<file path="src/rtl/core/bpc_pkg.sv">
// shared types, constants and multiply helpers for the pressure compensation block
`default_nettype none
package bpc_pkg;

    localparam int RawW    = 20;
    localparam int CalW    = 32;
    localparam int NumCal  = 6;
    localparam int CalIdxW = 3;
    localparam int TempW   = 24;
    localparam int TfW     = 25;
    localparam int FineW   = 32;
    localparam int PressW  = 32;
    localparam int DivW    = 64;
    localparam int RemW    = 31;
    localparam int NPre    = 12;
    localparam int NPost   = 6;

    typedef enum logic [CalIdxW-1:0] {
        CAL_T1_T2 = 3'd0,
        CAL_T3_P1 = 3'd1,
        CAL_P2_P3 = 3'd2,
        CAL_P4_P5 = 3'd3,
        CAL_P6_P7 = 3'd4,
        CAL_P8_P9 = 3'd5
    } t_cal_idx;

    typedef struct packed {
        logic        [15:0] t1;
        logic signed [15:0] t2;
        logic signed [15:0] t3;
        logic        [15:0] p1;
        logic signed [15:0] p2;
        logic signed [15:0] p3;
        logic signed [15:0] p4;
        logic signed [15:0] p5;
        logic signed [15:0] p6;
        logic signed [15:0] p7;
        logic signed [15:0] p8;
        logic signed [15:0] p9;
    } t_cal;

    // per item context travelling along the divider row
    typedef struct packed {
        logic signed [TfW-1:0]   tf;
        logic signed [TempW-1:0] temp;
        logic                    zero;
        logic                    neg;
        logic        [RemW-1:0]  dvs;
    } t_ctx;

    // sign extend a 16 bit coefficient to a 33 bit multiplier operand
    function automatic logic [32:0] f_cx(logic signed [15:0] s);
        return {{17{s[15]}}, s};
    endfunction

    // low word times coefficient, full signed product as 64 bits
    function automatic logic [63:0] f_mlo(logic [31:0] a, logic [32:0] c);
        logic signed [65:0] pr;
        pr = $signed({1'b0, a}) * $signed(c);
        return pr[63:0];
    endfunction

    // high word times coefficient, only the bits that land below 2^64
    function automatic logic [31:0] f_mhi(logic [31:0] a, logic [32:0] c);
        logic [31:0] pr;
        pr = a * c[31:0];
        return pr;
    endfunction

endpackage
`default_nettype wire

</file>
<file path="src/rtl/core/bpc_div_cell.sv">
// one restoring divider cell: takes one dividend bit, yields one quotient bit
`default_nettype none
module bpc_div_cell import bpc_pkg::*; (
    input  wire logic            i_clk,
    input  wire logic            i_rst_n,
    input  wire logic            i_v,
    output logic                 o_ld,
    input  wire t_ctx            i_ctx,
    input  wire logic [DivW-1:0] i_dq,
    input  wire logic [RemW-1:0] i_rem,
    output logic                 o_v,
    input  wire logic            i_ld,
    output t_ctx                 o_ctx,
    output logic [DivW-1:0]      o_dq,
    output logic [RemW-1:0]      o_rem
);

    logic            r_v;
    t_ctx            r_ctx;
    logic [DivW-1:0] r_dq;
    logic [RemW-1:0] r_rem;

    logic [RemW:0]   n_trial;
    logic [RemW:0]   n_diff;
    logic            n_ge;

    // dq holds the unused dividend bits on top and the quotient bits below
    assign n_trial = {i_rem, i_dq[DivW-1]};
    assign n_diff  = n_trial - {1'b0, i_ctx.dvs};
    assign n_ge    = (n_trial >= {1'b0, i_ctx.dvs});
    assign o_ld    = ~r_v | i_ld;

    always_ff @(posedge i_clk) begin
        if (!i_rst_n) begin
            r_v <= 1'b0;
        end else if (o_ld) begin
            r_v <= i_v;
        end
    end

    always_ff @(posedge i_clk) begin
        if (o_ld) begin
            r_ctx <= i_ctx;
            r_dq  <= {i_dq[DivW-2:0], n_ge};
            r_rem <= n_ge ? n_diff[RemW-1:0] : n_trial[RemW-1:0];
        end
    end

    assign o_v   = r_v;
    assign o_ctx = r_ctx;
    assign o_dq  = r_dq;
    assign o_rem = r_rem;

endmodule
`default_nettype wire

</file>
<file path="config.mk">
export PLATFORM = sky130hd
export DESIGN_NAME = bpc_div_cell
export DESIGN_NICKNAME = d
export VERILOG_FILES = /design/src/rtl/core/bpc_pkg.sv /design/src/rtl/core/bpc_div_cell.sv
export SDC_FILE = /design/constraint.sdc
export NUM_CORES = 1
export LEC_CHECK = 0
export CORE_AREA = 2 2 166 119
export DETAILED_ROUTE_END_ITERATION = 10
export DIE_AREA = 0 0 168 121
export DONT_BUFFER_PORTS = 1
export GPL_ROUTABILITY_DRIVEN = 0
export PLACE_DENSITY = 0.6
export SYNTH_ARGS = -nofsm -noshare
export SYNTH_HDL_FRONTEND = slang
export SYNTH_SLANG_ARGS = --single-unit
</file>
<file path="constraint.sdc">
create_clock -name i_clk -period 5.9 [get_ports i_clk]
set_clock_uncertainty 0.05 [all_clocks]
set_input_delay 0.59 -clock i_clk [delete_from_list [all_inputs] [get_ports i_clk]]
set_output_delay 0.59 -clock i_clk [all_outputs]
set_load 0.02 [all_outputs]
</file>
Word-level counts from Yosys, hierarchy flattened
Cells that the tools add are included.

storage, ports and cells
  output and inout port bits = 179
  flip-flop bits (word level) = 178
  memory bits (writable) = 0
  memory bits (read-only) = 0
  logic and storage cells = 13
  memories = 0
  bits of input ports = 181
  latch bits = 0

cells by class
  shift operators = 0
  muxes and demuxes = 1
  div/mod/pow operators = 0
  eq/ne operators = 0
  multiply operators = 0
  $lt $le $gt $ge = 1
  bitwise logic cells = 2
  add/subtract/negate cells = 1
  reductions and logical operators = 0

operator list
  operator        count
  $ge 32x31->1    1
  $mux 31         1
  $sub 31x31->31  1
  $not 1->1       1
  $or 1x1->1      1

Longest topological paths before layout
Gate-level depths: netlist (run 1).

  depth after elaboration = 2
  mapped depth = 13

Least setup slack after synthesis (run 1)
OpenSTA, ideal clock, no wires.

  path kind = input port to flip-flop
  start point = in i_ld
  end point = reg r_v (netlist: o_v)
  arrival time = 5.438 ns
  required time = 5.491 ns
  stages on the path = 2
  path slack = 0.054 ns
  buffers on the path = 0
  cell sequence = nand2b_1 -> a21boi_0

on the way
  cells in the longest elaborated chain, start to end = 1

ends and longest elaborated chain
  element               line                text
  start, declared       bpc_div_cell.sv:12  input wire logic i_ld,
  $or 1x1->1            bpc_div_cell.sv:31  assign o_ld = ~r_v | i_ld;
  end signal, assigned  bpc_div_cell.sv:37  r_v <= i_v;
  end, declared         bpc_div_cell.sv:18  logic r_v;

No other way between the ends.
A chain may end at the register's enable or synchronous reset.

Worst setup path after layout (run 1)
  start point = in i_ctx[18] (netlist bit)
  end point = reg r_rem[30] (netlist: o_rem[30]), data pin

on the way
  cells in the longest elaborated chain, start to end = 2

ends and longest elaborated chain
  element                                                line                                    text
  start, declared                                        bpc_div_cell.sv:8                       input wire t_ctx i_ctx,
  $sub 31x31->31 / $ge 32x31->1 (equally long branches)  bpc_div_cell.sv:29, bpc_div_cell.sv:30
  $mux 31 *                                              bpc_div_cell.sv:45                      r_rem <= n_ge ? n_diff[RemW-1:0] : n_trial[RemW-1:0];
  end signal, assigned                                   bpc_div_cell.sv:45
  end, declared                                          bpc_div_cell.sv:21                      logic [RemW-1:0] r_rem;

Every way passes the cells marked *; elsewhere a longest branch is shown, timed or not.

==> impl_metrics.csv, run 1 <==
group,metric,value,unit
global_route,grtUsageMet2,0.294,
synthesis,syn_inst,504,
synthesis,synth-edff-count,177,
placed_design,portBuffers,0,
worst_hold_path,min_path_type,"in -> reg",
clock_network,insertion_delay,0.43,ns
synthesis,ys_seq_elements,178,
timing,hold_slack,0.197,ns
global_route,grt.overflow.total,0,
clock_network,cts_resized,0,
placed_design,placed_cells,739,
setup_path,cpMaxStageDelayCell,"o21ai_4",
synthesis,syn_nets,717,
clock_network,cts_max_level,4,
die,row_count,42,
clock_network,cts.sinks,178,
die,core-area,18700,µm²
synthesis,synth_top_cell_by_area,"edfxtp_1",
timing,fmax,280,MHz
synthesis,synth_area_leaders,"edfxtp_1 (72%), ha_1 (5.3%), a21oi_1 (2.8%)",
setup_path,path_cells,"inv_1 -> ha_1 -> and3_1 -> a221oi_1 -> o21ai_1 -> a21oi_1 -> o21ai_1 -> o21ai_4 -> inv_2 -> o2111a_1 -> a211oi_1",
clock_network,cts_buffers,17,
setup_path,crit_top_cell,"o21ai_1",
synthesis,syn-cell-area,7380,µm²
global_route,met3_usage,0.0936,
die,die_area,20300,µm²
global_route,track_usage,0.179,
layout,multiInputGateArea,1840,µm²
die,io_pins,360,
setup_path,cp_max_fo,34,
setup_path,path_class,"in -> reg",
synthesis,syn_area_per_cell,14.6,µm²
drt,wirelength,18.5,mm
global_route,grtUsageMet1,0.201,
timing,finalSetupViolCount,0,
global_route,grt_pass1_vias,4117,
setup_path,critical_path_buf_inv_count,2,
timing,worst_pin_slew,1.09,ns
placed_design,place_ws,1.86,ns
setup_path,max_stage_delay,0.69,ns
clock_network,cts_tree,"done",
drt,vias,4170,
synthesis,seq_area_frac_synth,0.723,
global_route,grt_max_degree,106,
clock_network,postCtsHoldBufs,0,
layout,synthToLayoutAreaGrowth,12.0,%
timing,setup_slack,2.33,ns
drt,routed_via_density,5.40,
timing,drv_slew,0,
setup_path,critPathLaunchType,"primary input",
clock_network,post-cts-setup-buffer-count,0,
global_route,top_usage_layer,"met2",
synthesis,synth_commonest_cells,"edfxtp_1 (177), a21oi_1 (41), inv_1 (41)",
clock_network,path_clk_slew,0.07,ns
synthesis,synth_top_area_frac,0.720,
layout,fillCellCount,1620,
timing,min_period_over_period,0.604,
global_route,antenna_found_initial,3,
clock_network,ctsRootBufferMaster,"clkbuf_16",
setup_path,critical_path_arrival,3.77,ns
power,max-vdd-ir-drop,0.000183,V
die,die_h,121,µm
drt,ant_nets,0,
synthesis,synth_warnings,0,
setup_path,cp.required,6.10,ns
timing,min_period,3.57,ns
power,leakage,3.15,nW
setup_path,critPathCaptureType,"register",
global_route,grt_pass1_wl,26.4,mm
timing,finalHoldViolCount,0,
timing,slew_headroom,0.273,
setup_path,cp_top_family,"compound AO/OA/AOI/OAI gates",
drt,wl_per_cell,24.0,µm
run_status,run_status,"complete, no violations",
layout,regArea,5340,µm²
die,start_util,0.396,
drt,dr.pass1.iters,4,
synthesis,async_flop_share,0,
timing,rsz0062_at_grt,"false",
drt,drc_errors,0,
synthesis,ys.flop_type,"edfxtp_1",
synthesis,yosysMostFrequentCell,"edfxtp_1",
timing,fin_setup_tns,0,ns
layout,nets,729,
synthesis,yosysUniqueCellTypes,56,
job,drv_cap,0,
power,power_density,383,nW/µm²
layout,layout.cells.non_filler,772,
clock_network,clockBufferDepth,2,
die,fp.dieW,168,µm
layout,drive_above_1_share,0.0851,
placed_design,dp_hpwl,13.7,mm
drt,drtIter0Drc,335,
per-layer routing:
metal / vias to the layer above / part of all wire
met3: 23 / 0.12
met4: 2 / 0.016
met1: 2028 / 0.38
met2: 203 / 0.49
met5: - / 0.00070
li1: 1914 / -
kinds of logic after synthesis:
logic type               Yosys count  share of synthesized area
flip-flops                       178                      0.723
AO/OA/AOI/OAI                    116                      0.101
AND/OR/NAND/NOR                  105                     0.0654
buffers and inverters             50                     0.0283
adder cells (fa/ha/maj)           32                     0.0553
XOR/XNOR                          23                     0.0273
placed cells by master, fill, tap and decap left out, drive strengths merged, types with 2 or more instances in the layout:
cell type | Yosys | routed
a211oi | 5 | 5
a21o | 9 | 9
a21oi | 42 | 42
a31oi | 4 | 4
and3 | 4 | 4
clkbuf | 1 | 17
clkinv | 0 | 6
edfxtp | 177 | 177
ha | 31 | 31
inv | 42 | 51
nand2 | 34 | 34
nand2b | 2 | 2
nand3 | 5 | 5
nand4 | 5 | 5
nor2 | 37 | 37
nor2b | 2 | 2
nor3 | 6 | 6
nor4 | 2 | 2
o211ai | 2 | 2
o21a | 5 | 5
o21ai | 28 | 28
o21bai | 5 | 5
o311ai | 3 | 3
o31ai | 5 | 5
or2 | 2 | 2
or3 | 2 | 2
xnor2 | 9 | 9
xor2 | 14 | 14
sequential cells by signal, indices dropped and copies added (netlist names):
| signal | flops |
|---|---|
| o_ctx | 82 |
| o_dq | 64 |
| o_rem | 31 |
| o_v | 1 |
metrics by stage:
step	util	area (µm²)	power [mW]
global placement	0.411	7660	2.08
detailed placement	0.411	7660	2.08
floorplan	-	7380	2.00
finish	0.443	8260	3.17
CTS	0.443	8260	3.21
global route	0.443	8260	3.29
worst reg2reg max path: stages (launching register included):
cell      delay [ns]
dfxtp_1         0.40
nand2b_4        0.80
buf_12          0.50
where the power goes:
group          internal [mW]  switching (mW)
logic                  0.103           0.183
clock network          0.575           0.539
registers               1.55           0.218
final timing paths:
path	from	depth (start not counted)	slack, ns	to
max reg2reg	o_v$_SDFFE_PN0P_	2	3.67	o_ctx[57]$_DFFE_PP_
max	i_ctx[18]	11	2.33	o_rem[30]$_DFFE_PP_
min reg2reg	o_v$_SDFFE_PN0P_	2	1.41	o_v$_SDFFE_PN0P_
min	i_ctx[27]	0	0.20	o_ctx[27]$_DFFE_PP_
final cells by class:
type                    count  share of cell area
flip-flops and latches    178               0.646
well taps                 242              0.0366
repair buffers              1             0.00242
clock inverters            15              0.0214
inverters                  42              0.0191
clock buffers              17              0.0515
multi-input cells         276               0.223
diodes                      1            0.000303
No activity file was read; power rests on OpenSTA's default activity.
==> inputs of run 2 (changes only) <==
- PLACE_DENSITY: 0.6 -> 0.58
- clock period: 5.9 -> 3.3 ns (I/O delays scaled with it)
==> run 2 against run 1 <==
  * Clock power rose by 80%
  * Via count rose by 14%
  * Sequential power grew 79%
  * Register-to-register slack got worse by 1.9 ns
  * Power rose by 84%
  * Count of clock-buffer cells in the layout rose by 1
  * Setup slack lost 1.5 ns
  * Combinational power up 130%
==> impl_metrics.csv, run 2 (synthesized netlist as in run 1, its figures left out) <==
group,metric,value,unit
run_status,run_status,"complete, no violations",
setup_path,critical_path_buf_inv_count,1,
timing,fin_setup_tns,0,ns
placed_design,place_ws,0.322,ns
worst_hold_path,min_path_cells,2,
die,row_count,42,
layout,synthToLayoutAreaGrowth,32.0,%
setup_path,ff2ff_setup_slack,1.76,ns
global_route,antenna_found_initial,1,
placed_design,dp_hpwl,14.0,mm
drt,wirelength,20.7,mm
setup_path,critPathLaunchType,"primary input",
setup_path,critical_path_arrival,2.64,ns
timing,finalHoldViolCount,0,
layout,num_antenna_cells,0,
timing,min_period_over_period,0.761,
layout,nets,879,
layout,layout_commonest_cell,"edfxtp_1",
setup_path,cp.required,3.43,ns
clock_network,cts_buffers,17,
drt,ant_nets,0,
drt,dr.pass1.iters,4,
timing,hold_slack,0.0389,ns
drt,drc_errors,0,
clock_network,path_clk_slew,0.08,ns
setup_path,max_stage_delay,0.48,ns
setup_path,reg2reg_from,"o_v$_SDFFE_PN0P_",
die,die_area,20300,µm²
worst_hold_path,hold_start,"i_rem[26]",
setup_path,path_class,"in -> reg",
clock_network,post-cts-setup-buffer-count,0,
timing,drv_slew,0,
timing,rsz0062_at_grt,"false",
global_route,track_usage,0.198,
die,die_h,121,µm
timing,worst_pin_slew,0.585,ns
drt,drtIter0Drc,307,
layout,drive_above_1_share,0.0722,
layout,final_cell_mix,"edfxtp_1 (177), dlygate4sd3_1 (146), inv_1 (41), a21oi_1 (41), nor2_1 (37)",
drt,wl_per_cell,22.5,µm
global_route,grt_pass1_wl,29.7,mm
worst_hold_path,min_path_type,"in -> reg",
power,leakage,3.78,nW
clock_network,cts_tree,"done",
global_route,grtUsageMet1,0.221,
worst_hold_path,hold_path_end,"o_rem[27]$_DFFE_PP_",
global_route,grt.overflow.total,0,
global_route,top_usage_layer,"met2",
clock_network,clockBufferDepth,2,
timing,slew_headroom,0.610,
clock_network,insertion_delay,0.42,ns
drt,vias,4753,
timing,min_period,2.51,ns
die,fp.dieW,168,µm
power,power_density,598,nW/µm²
die,io_pins,360,
timing,finalSetupViolCount,0,
power,max-vdd-ir-drop,0.000326,V
timing,setup_slack,0.789,ns
die,start_util,0.396,
setup_path,critPathCaptureType,"register",
job,drv_cap,0,
setup_path,cp_top_family,"compound AO/OA/AOI/OAI gates",
die,core-area,18700,µm²
setup_path,cpMaxStageDelayCell,"o311ai_0",
clock_network,cts_max_level,4,
setup_path,cp_max_fo,5,
global_route,met3_usage,0.0871,
layout,largest_register_ffs,82,
global_route,grt_pass1_vias,4848,
global_route,grt_max_degree,108,
setup_path,path_cells,"inv_1 -> ha_1 -> fa_1 -> nor2b_1 -> o31a_1 -> o21bai_2 -> a21oi_2 -> a31oi_2 -> o311ai_0 -> and3_1 -> o31ai_2",
setup_path,reg2reg_to,"o_rem[4]$_DFFE_PP_",
global_route,grtUsageMet2,0.339,
placed_design,portBuffers,0,
timing,fmax,398,MHz
setup_path,r2r_cells,2,
clock_network,cts.sinks,178,
clock_network,ctsRootBufferMaster,"clkbuf_16",
drt,routed_via_density,5.16,
## run 2: changes by cell type in the layout (fill, tap and decap cells not counted), moves of 2 or more
cell / previous run / this run
buf_4: 0 / 3
clkinv_4: 0 / 2
clkinv_8: 5 / 1
dlygate4sd3_1: 0 / 146
inv_6: 6 / 3
inv_8: 2 / 6
## run 2: how the worst max path moves through the flow
stage / startpoint / endpoint / slack [ns] / cells after the start
floorplan: i_ld / o_v$_SDFFE_PN0P_ / 0.03 / 2
global placement: i_dq[63] / o_rem[20]$_DFFE_PP_ / 0.41 / 11
detailed placement: i_dq[63] / o_rem[20]$_DFFE_PP_ / 0.32 / 11
CTS: i_dq[63] / o_rem[20]$_DFFE_PP_ / 0.77 / 11
global route: i_dq[63] / o_rem[22]$_DFFE_PP_ / 0.63 / 11
finish: i_dq[63] / o_rem[20]$_DFFE_PP_ / 0.79 / 11
## run 2: report_power, final
part | internal [mW] | switching (mW)
sequential | 2.77 | 0.394
clock | 1.02 | 0.980
combinational | 0.309 | 0.358
## run 2: per-stage QoR
| stage | cell area (µm²) | std cells | total power, mW | util |
|---|---|---|---|---|
| after floorplan | 7380 | 504 | 3.56 | - |
| after global placement | 7700 | 743 | 3.73 | 0.413 |
| after detailed placement | 7700 | 743 | 3.74 | 0.413 |
| after CTS | 9740 | 921 | 5.86 | 0.522 |
| after global routing | 9740 | 921 | 6.04 | 0.522 |
| final | 9740 | 921 | 5.83 | 0.522 |
## run 2: cell type report
type                            instances  area (µm²)
Tap cell                              242         303
Timing Repair Buffer                  151        1520
Inverter                               42         158
Fill cell                            1515        8910
Multi-Input combinational cell        276        1840
Clock inverter                         14         151
Clock buffer                           18         429
Sequential cell                       178        5340
## run 2: per-layer routing
metal,routed length (µm),share of wire,vias up
met5,0,0,-
met4,506,0.024,0
met3,1970,0.095,30
met2,10300,0.50,225
li1,-,-,2211
met1,7930,0.38,2287
## run 2: what timing repair did
| action | 4_1_cts | 5_1_grt |
|---|---|---|
| hold buffers | 146 | 0 |
| endpoints found under the hold margin | 146 | 0 |
| endpoints found under the setup margin | 0 | 0 |
| gates resized for setup | 0 | 0 |
==> inputs of run 3 (changes only) <==
- PLACE_DENSITY: 0.58 -> 0.6
- clock period: 3.3 -> 2.11 ns (I/O delays scaled with it)
==> run 3 against run 2 <==
  * The flow now stops in clock tree synthesis (4_1_cts)
  * Area after synthesis stayed put
  * Synthesized cell count stayed put
==> impl_metrics.csv, run 3 <==
group,metric,value,unit
die,io_pins,360,
clock_network,cts_resized,3,
die,die_h,121,µm
clock_network,ctsRootBufferMaster,"clkbuf_16",
run_status,error,"[ERROR RSZ-0060] Max buffer count reached.",
synthesis,syn-cell-area,7380,µm²
synthesis,yosys.area_share.simple,0.0654,
synthesis,syn_area_per_cell,14.6,µm²
synthesis,syn_inst,504,
synthesis,seq_area_frac_synth,0.723,
clock_network,cts_buffers,17,
synthesis,synth_top_area_frac,0.720,
clock_network,cts_max_level,4,
synthesis,yosysUniqueCellTypes,56,
synthesis,synth.area.mux_share,0,
clock_network,clockBufferDepth,2,
synthesis,synth_top_family_by_area,"compound AO/OA/AOI/OAI gates",
placed_design,placed_area,8450,µm²
synthesis,ys_seq_elements,178,
placed_design,placed_cells,826,
die,row_count,42,
synthesis,synth_area_leaders,"edfxtp_1 (72%), ha_1 (5.3%), a21oi_1 (2.8%)",
synthesis,synth_top_cell_by_area,"edfxtp_1",
run_status,run_status,"stopped before the end",
die,fp.dieW,168,µm
clock_network,postCtsHoldBufs,172,
placed_design,place_ws,-0.545,ns
synthesis,yosysMostFrequentCell,"edfxtp_1",
clock_network,post-cts-setup-buffer-count,0,
synthesis,synth-edff-count,177,
die,start_util,0.396,
synthesis,syn_nets,717,
synthesis,synth_compound_area_frac,0.101,
synthesis,synthAdderAreaFrac,0.0553,
clock_network,cts.sinks,178,
placed_design,dp_hpwl,14.8,mm
synthesis,async_flop_share,0,
synthesis,ys.flop_type,"edfxtp_1",
synthesis,synth_commonest_cells,"edfxtp_1 (177), a21oi_1 (41), inv_1 (41)",
synthesis,synth_warnings,0,
run_status,haltStage,"clock tree synthesis (4_1_cts)",
synthesis,synth_xor_area_frac,0.0273,
placed_design,portBuffers,0,
run 3: cell counts after synthesis:
No cell type changed its count.
run 3: metrics by stage:
stage          setup TNS [ns]  hold WS, ns
3_5_place_dp           -14.98        0.260
3_3_place_gp           -14.85        0.260
2_1_floorplan           -5.78        0.260
run 3: cells by family after synthesis:
kind of cell | count (synthesis)
compound gates | 116
flops | 178
fa+ha+maj | 32
buf+inv | 50
simple gates | 105
xor+xnor | 23
==> inputs of run 4 (changes only) <==
- CORE_AREA: 2 2 166 119 -> 2 2 175 177
- DIE_AREA: 0 0 168 121 -> 0 0 177 179
- PLACE_DENSITY: 0.6 -> default
- PLACE_DENSITY_LB_ADDON: default -> 0.15
- clock period: 2.11 -> 2.75 ns (I/O delays scaled with it)
==> run 4 against run 3 <==
  * The run now ends clean
==> impl_metrics.csv, run 4 (synthesized netlist as in run 1, its figures left out) <==
group,metric,value,unit
run_status,run_status,"complete, no violations",
layout,largest_register_ffs,82,
die,io_pins,360,
layout,nets,920,
setup_path,cp_max_fo,22,
global_route,grt_pass1_wl,31.2,mm
clock_network,clockBufferDepth,2,
layout,post-route-util,0.342,
layout,num_antenna_cells,0,
clock_network,path_clk_slew,0.07,ns
layout,synthToLayoutAreaGrowth,39.1,%
drt,vias,4861,
timing,drv_slew,0,
placed_design,portBuffers,0,
power,power_density,688,nW/µm²
setup_path,cp.required,2.88,ns
timing,min_period_over_period,0.891,
global_route,antenna_found_initial,0,
die,die_area,31700,µm²
setup_path,startpoint,"i_ctx[18]",
clock_network,cts_buffers,17,
timing,finalSetupViolCount,0,
clock_network,insertion_delay,0.41,ns
timing,hold_slack,0.0309,ns
die,start_util,0.246,
global_route,grt_max_degree,131,
power,max-vdd-ir-drop,0.000388,V
layout,final_cell_mix,"edfxtp_1 (177), dlygate4sd3_1 (162), inv_1 (41), a21oi_1 (41), nor2_1 (37)",
setup_path,critPathLaunchType,"primary input",
drt,routed_via_density,4.36,
drt,drtIter0Drc,202,
setup_path,critical_path_arrival,2.58,ns
clock_network,cts_tree,"done",
timing,min_period,2.45,ns
clock_network,cts_resized,0,
setup_path,critPathCaptureType,"register",
drt,ant_nets,0,
worst_hold_path,min_path_type,"in -> reg",
global_route,track_usage,0.134,
power,total_power,7.06,mW
drt,wl_per_cell,20.0,µm
clock_network,cts.sinks,178,
placed_design,dp_hpwl,16.2,mm
die,row_count,64,
layout,drive_above_1_share,0.101,
drt,drc_errors,0,
layout,design_area,10300,µm²
global_route,grt_pass1_vias,5042,
die,core-area,30000,µm²
drt,wirelength,22.3,mm
setup_path,path_class,"in -> reg",
setup_path,reg2reg_from,"o_v$_SDFFE_PN0P_",
job,drv_cap,0,
die,fp.dieW,177,µm
timing,fmax,408,MHz
placed_design,placed_area,8080,µm²
clock_network,ctsRootBufferMaster,"clkbuf_16",
clock_network,cts_max_level,4,
global_route,grt.overflow.total,0,
layout,layout_commonest_cell,"edfxtp_1",
die,die_h,179,µm
power,leakage,3.95,nW
timing,slew_headroom,0.487,
timing,worst_pin_slew,0.770,ns
worst_hold_path,hold_start,"i_rem[13]",
drt,dr.pass1.iters,4,
timing,rsz0062_at_grt,"false",
timing,finalHoldViolCount,0,
## run 4: final timing paths
path,end,slack (ns),cells after the start
max,o_rem[4]$_DFFE_PP_,0.30,11
min,o_rem[14]$_DFFE_PP_,0.03,2
min reg2reg,o_dq[37]$_DFFE_PP_,1.02,2
max reg2reg,o_v$_SDFFE_PN0P_,0.62,4
## run 4: layout make-up
class	count	area, µm²
timing repair buffer	192	1870
sequential	178	5340
clock inverter	13	128
tap	396	495
inverter	42	158
fill	2948	19800
clock buffer	19	433
multi-input combinational	276	1840
## run 4: critical path, cell delays in order
cell	delay [ns]
inv_1	0.02
ha_1	0.35
and3_1	0.25
a221oi_1	0.33
o21ai_1	0.20
a21oi_1	0.26
o21ai_1	0.17
o21ai_4	0.18
buf_4	0.29
a211oi_1	0.08
a21o_1	0.16
## run 4: through the flow
| stage | setup WS, ns | std cells | TNS (ns) |
|---|---|---|---|
| 2_1_floorplan | 0.169 | 504 | 0 |
| 3_3_place_gp | -0.224 | 922 | -3.06 |
| 3_5_place_dp | -0.195 | 922 | -2.91 |
| 4_1_cts | 0.264 | 1116 | 0 |
| 5_1_grt | 0.112 | 1116 | 0 |
| 6_report | 0.300 | 1116 | 0 |
## run 4: timing repair
action	in CTS	in global routing
setup endpoints to repair	0	0
setup buffers	0	0
hold buffers	162	0
endpoints found under the hold margin	161	0
## run 4: routing by layer
layer  GRT usage  part of all wire  up-vias  wire [µm]
li1            -                 -     2296          -
met4      0.0362            0.0064        0        143
met2       0.234              0.51      231      11300
met3      0.0522             0.087        5       1940
met5           0                 0        -          0
met1       0.152              0.40     2329       8950
## run 4: power by group
| group | total, mW | internal, mW | switching, mW | leakage (nW) |
|---|---|---|---|---|
| logic | 0.894 | 0.439 | 0.455 | 1.84 |
| registers | 3.80 | 3.32 | 0.477 | 1.84 |
| clock network | 2.37 | 1.27 | 1.10 | 0.264 |
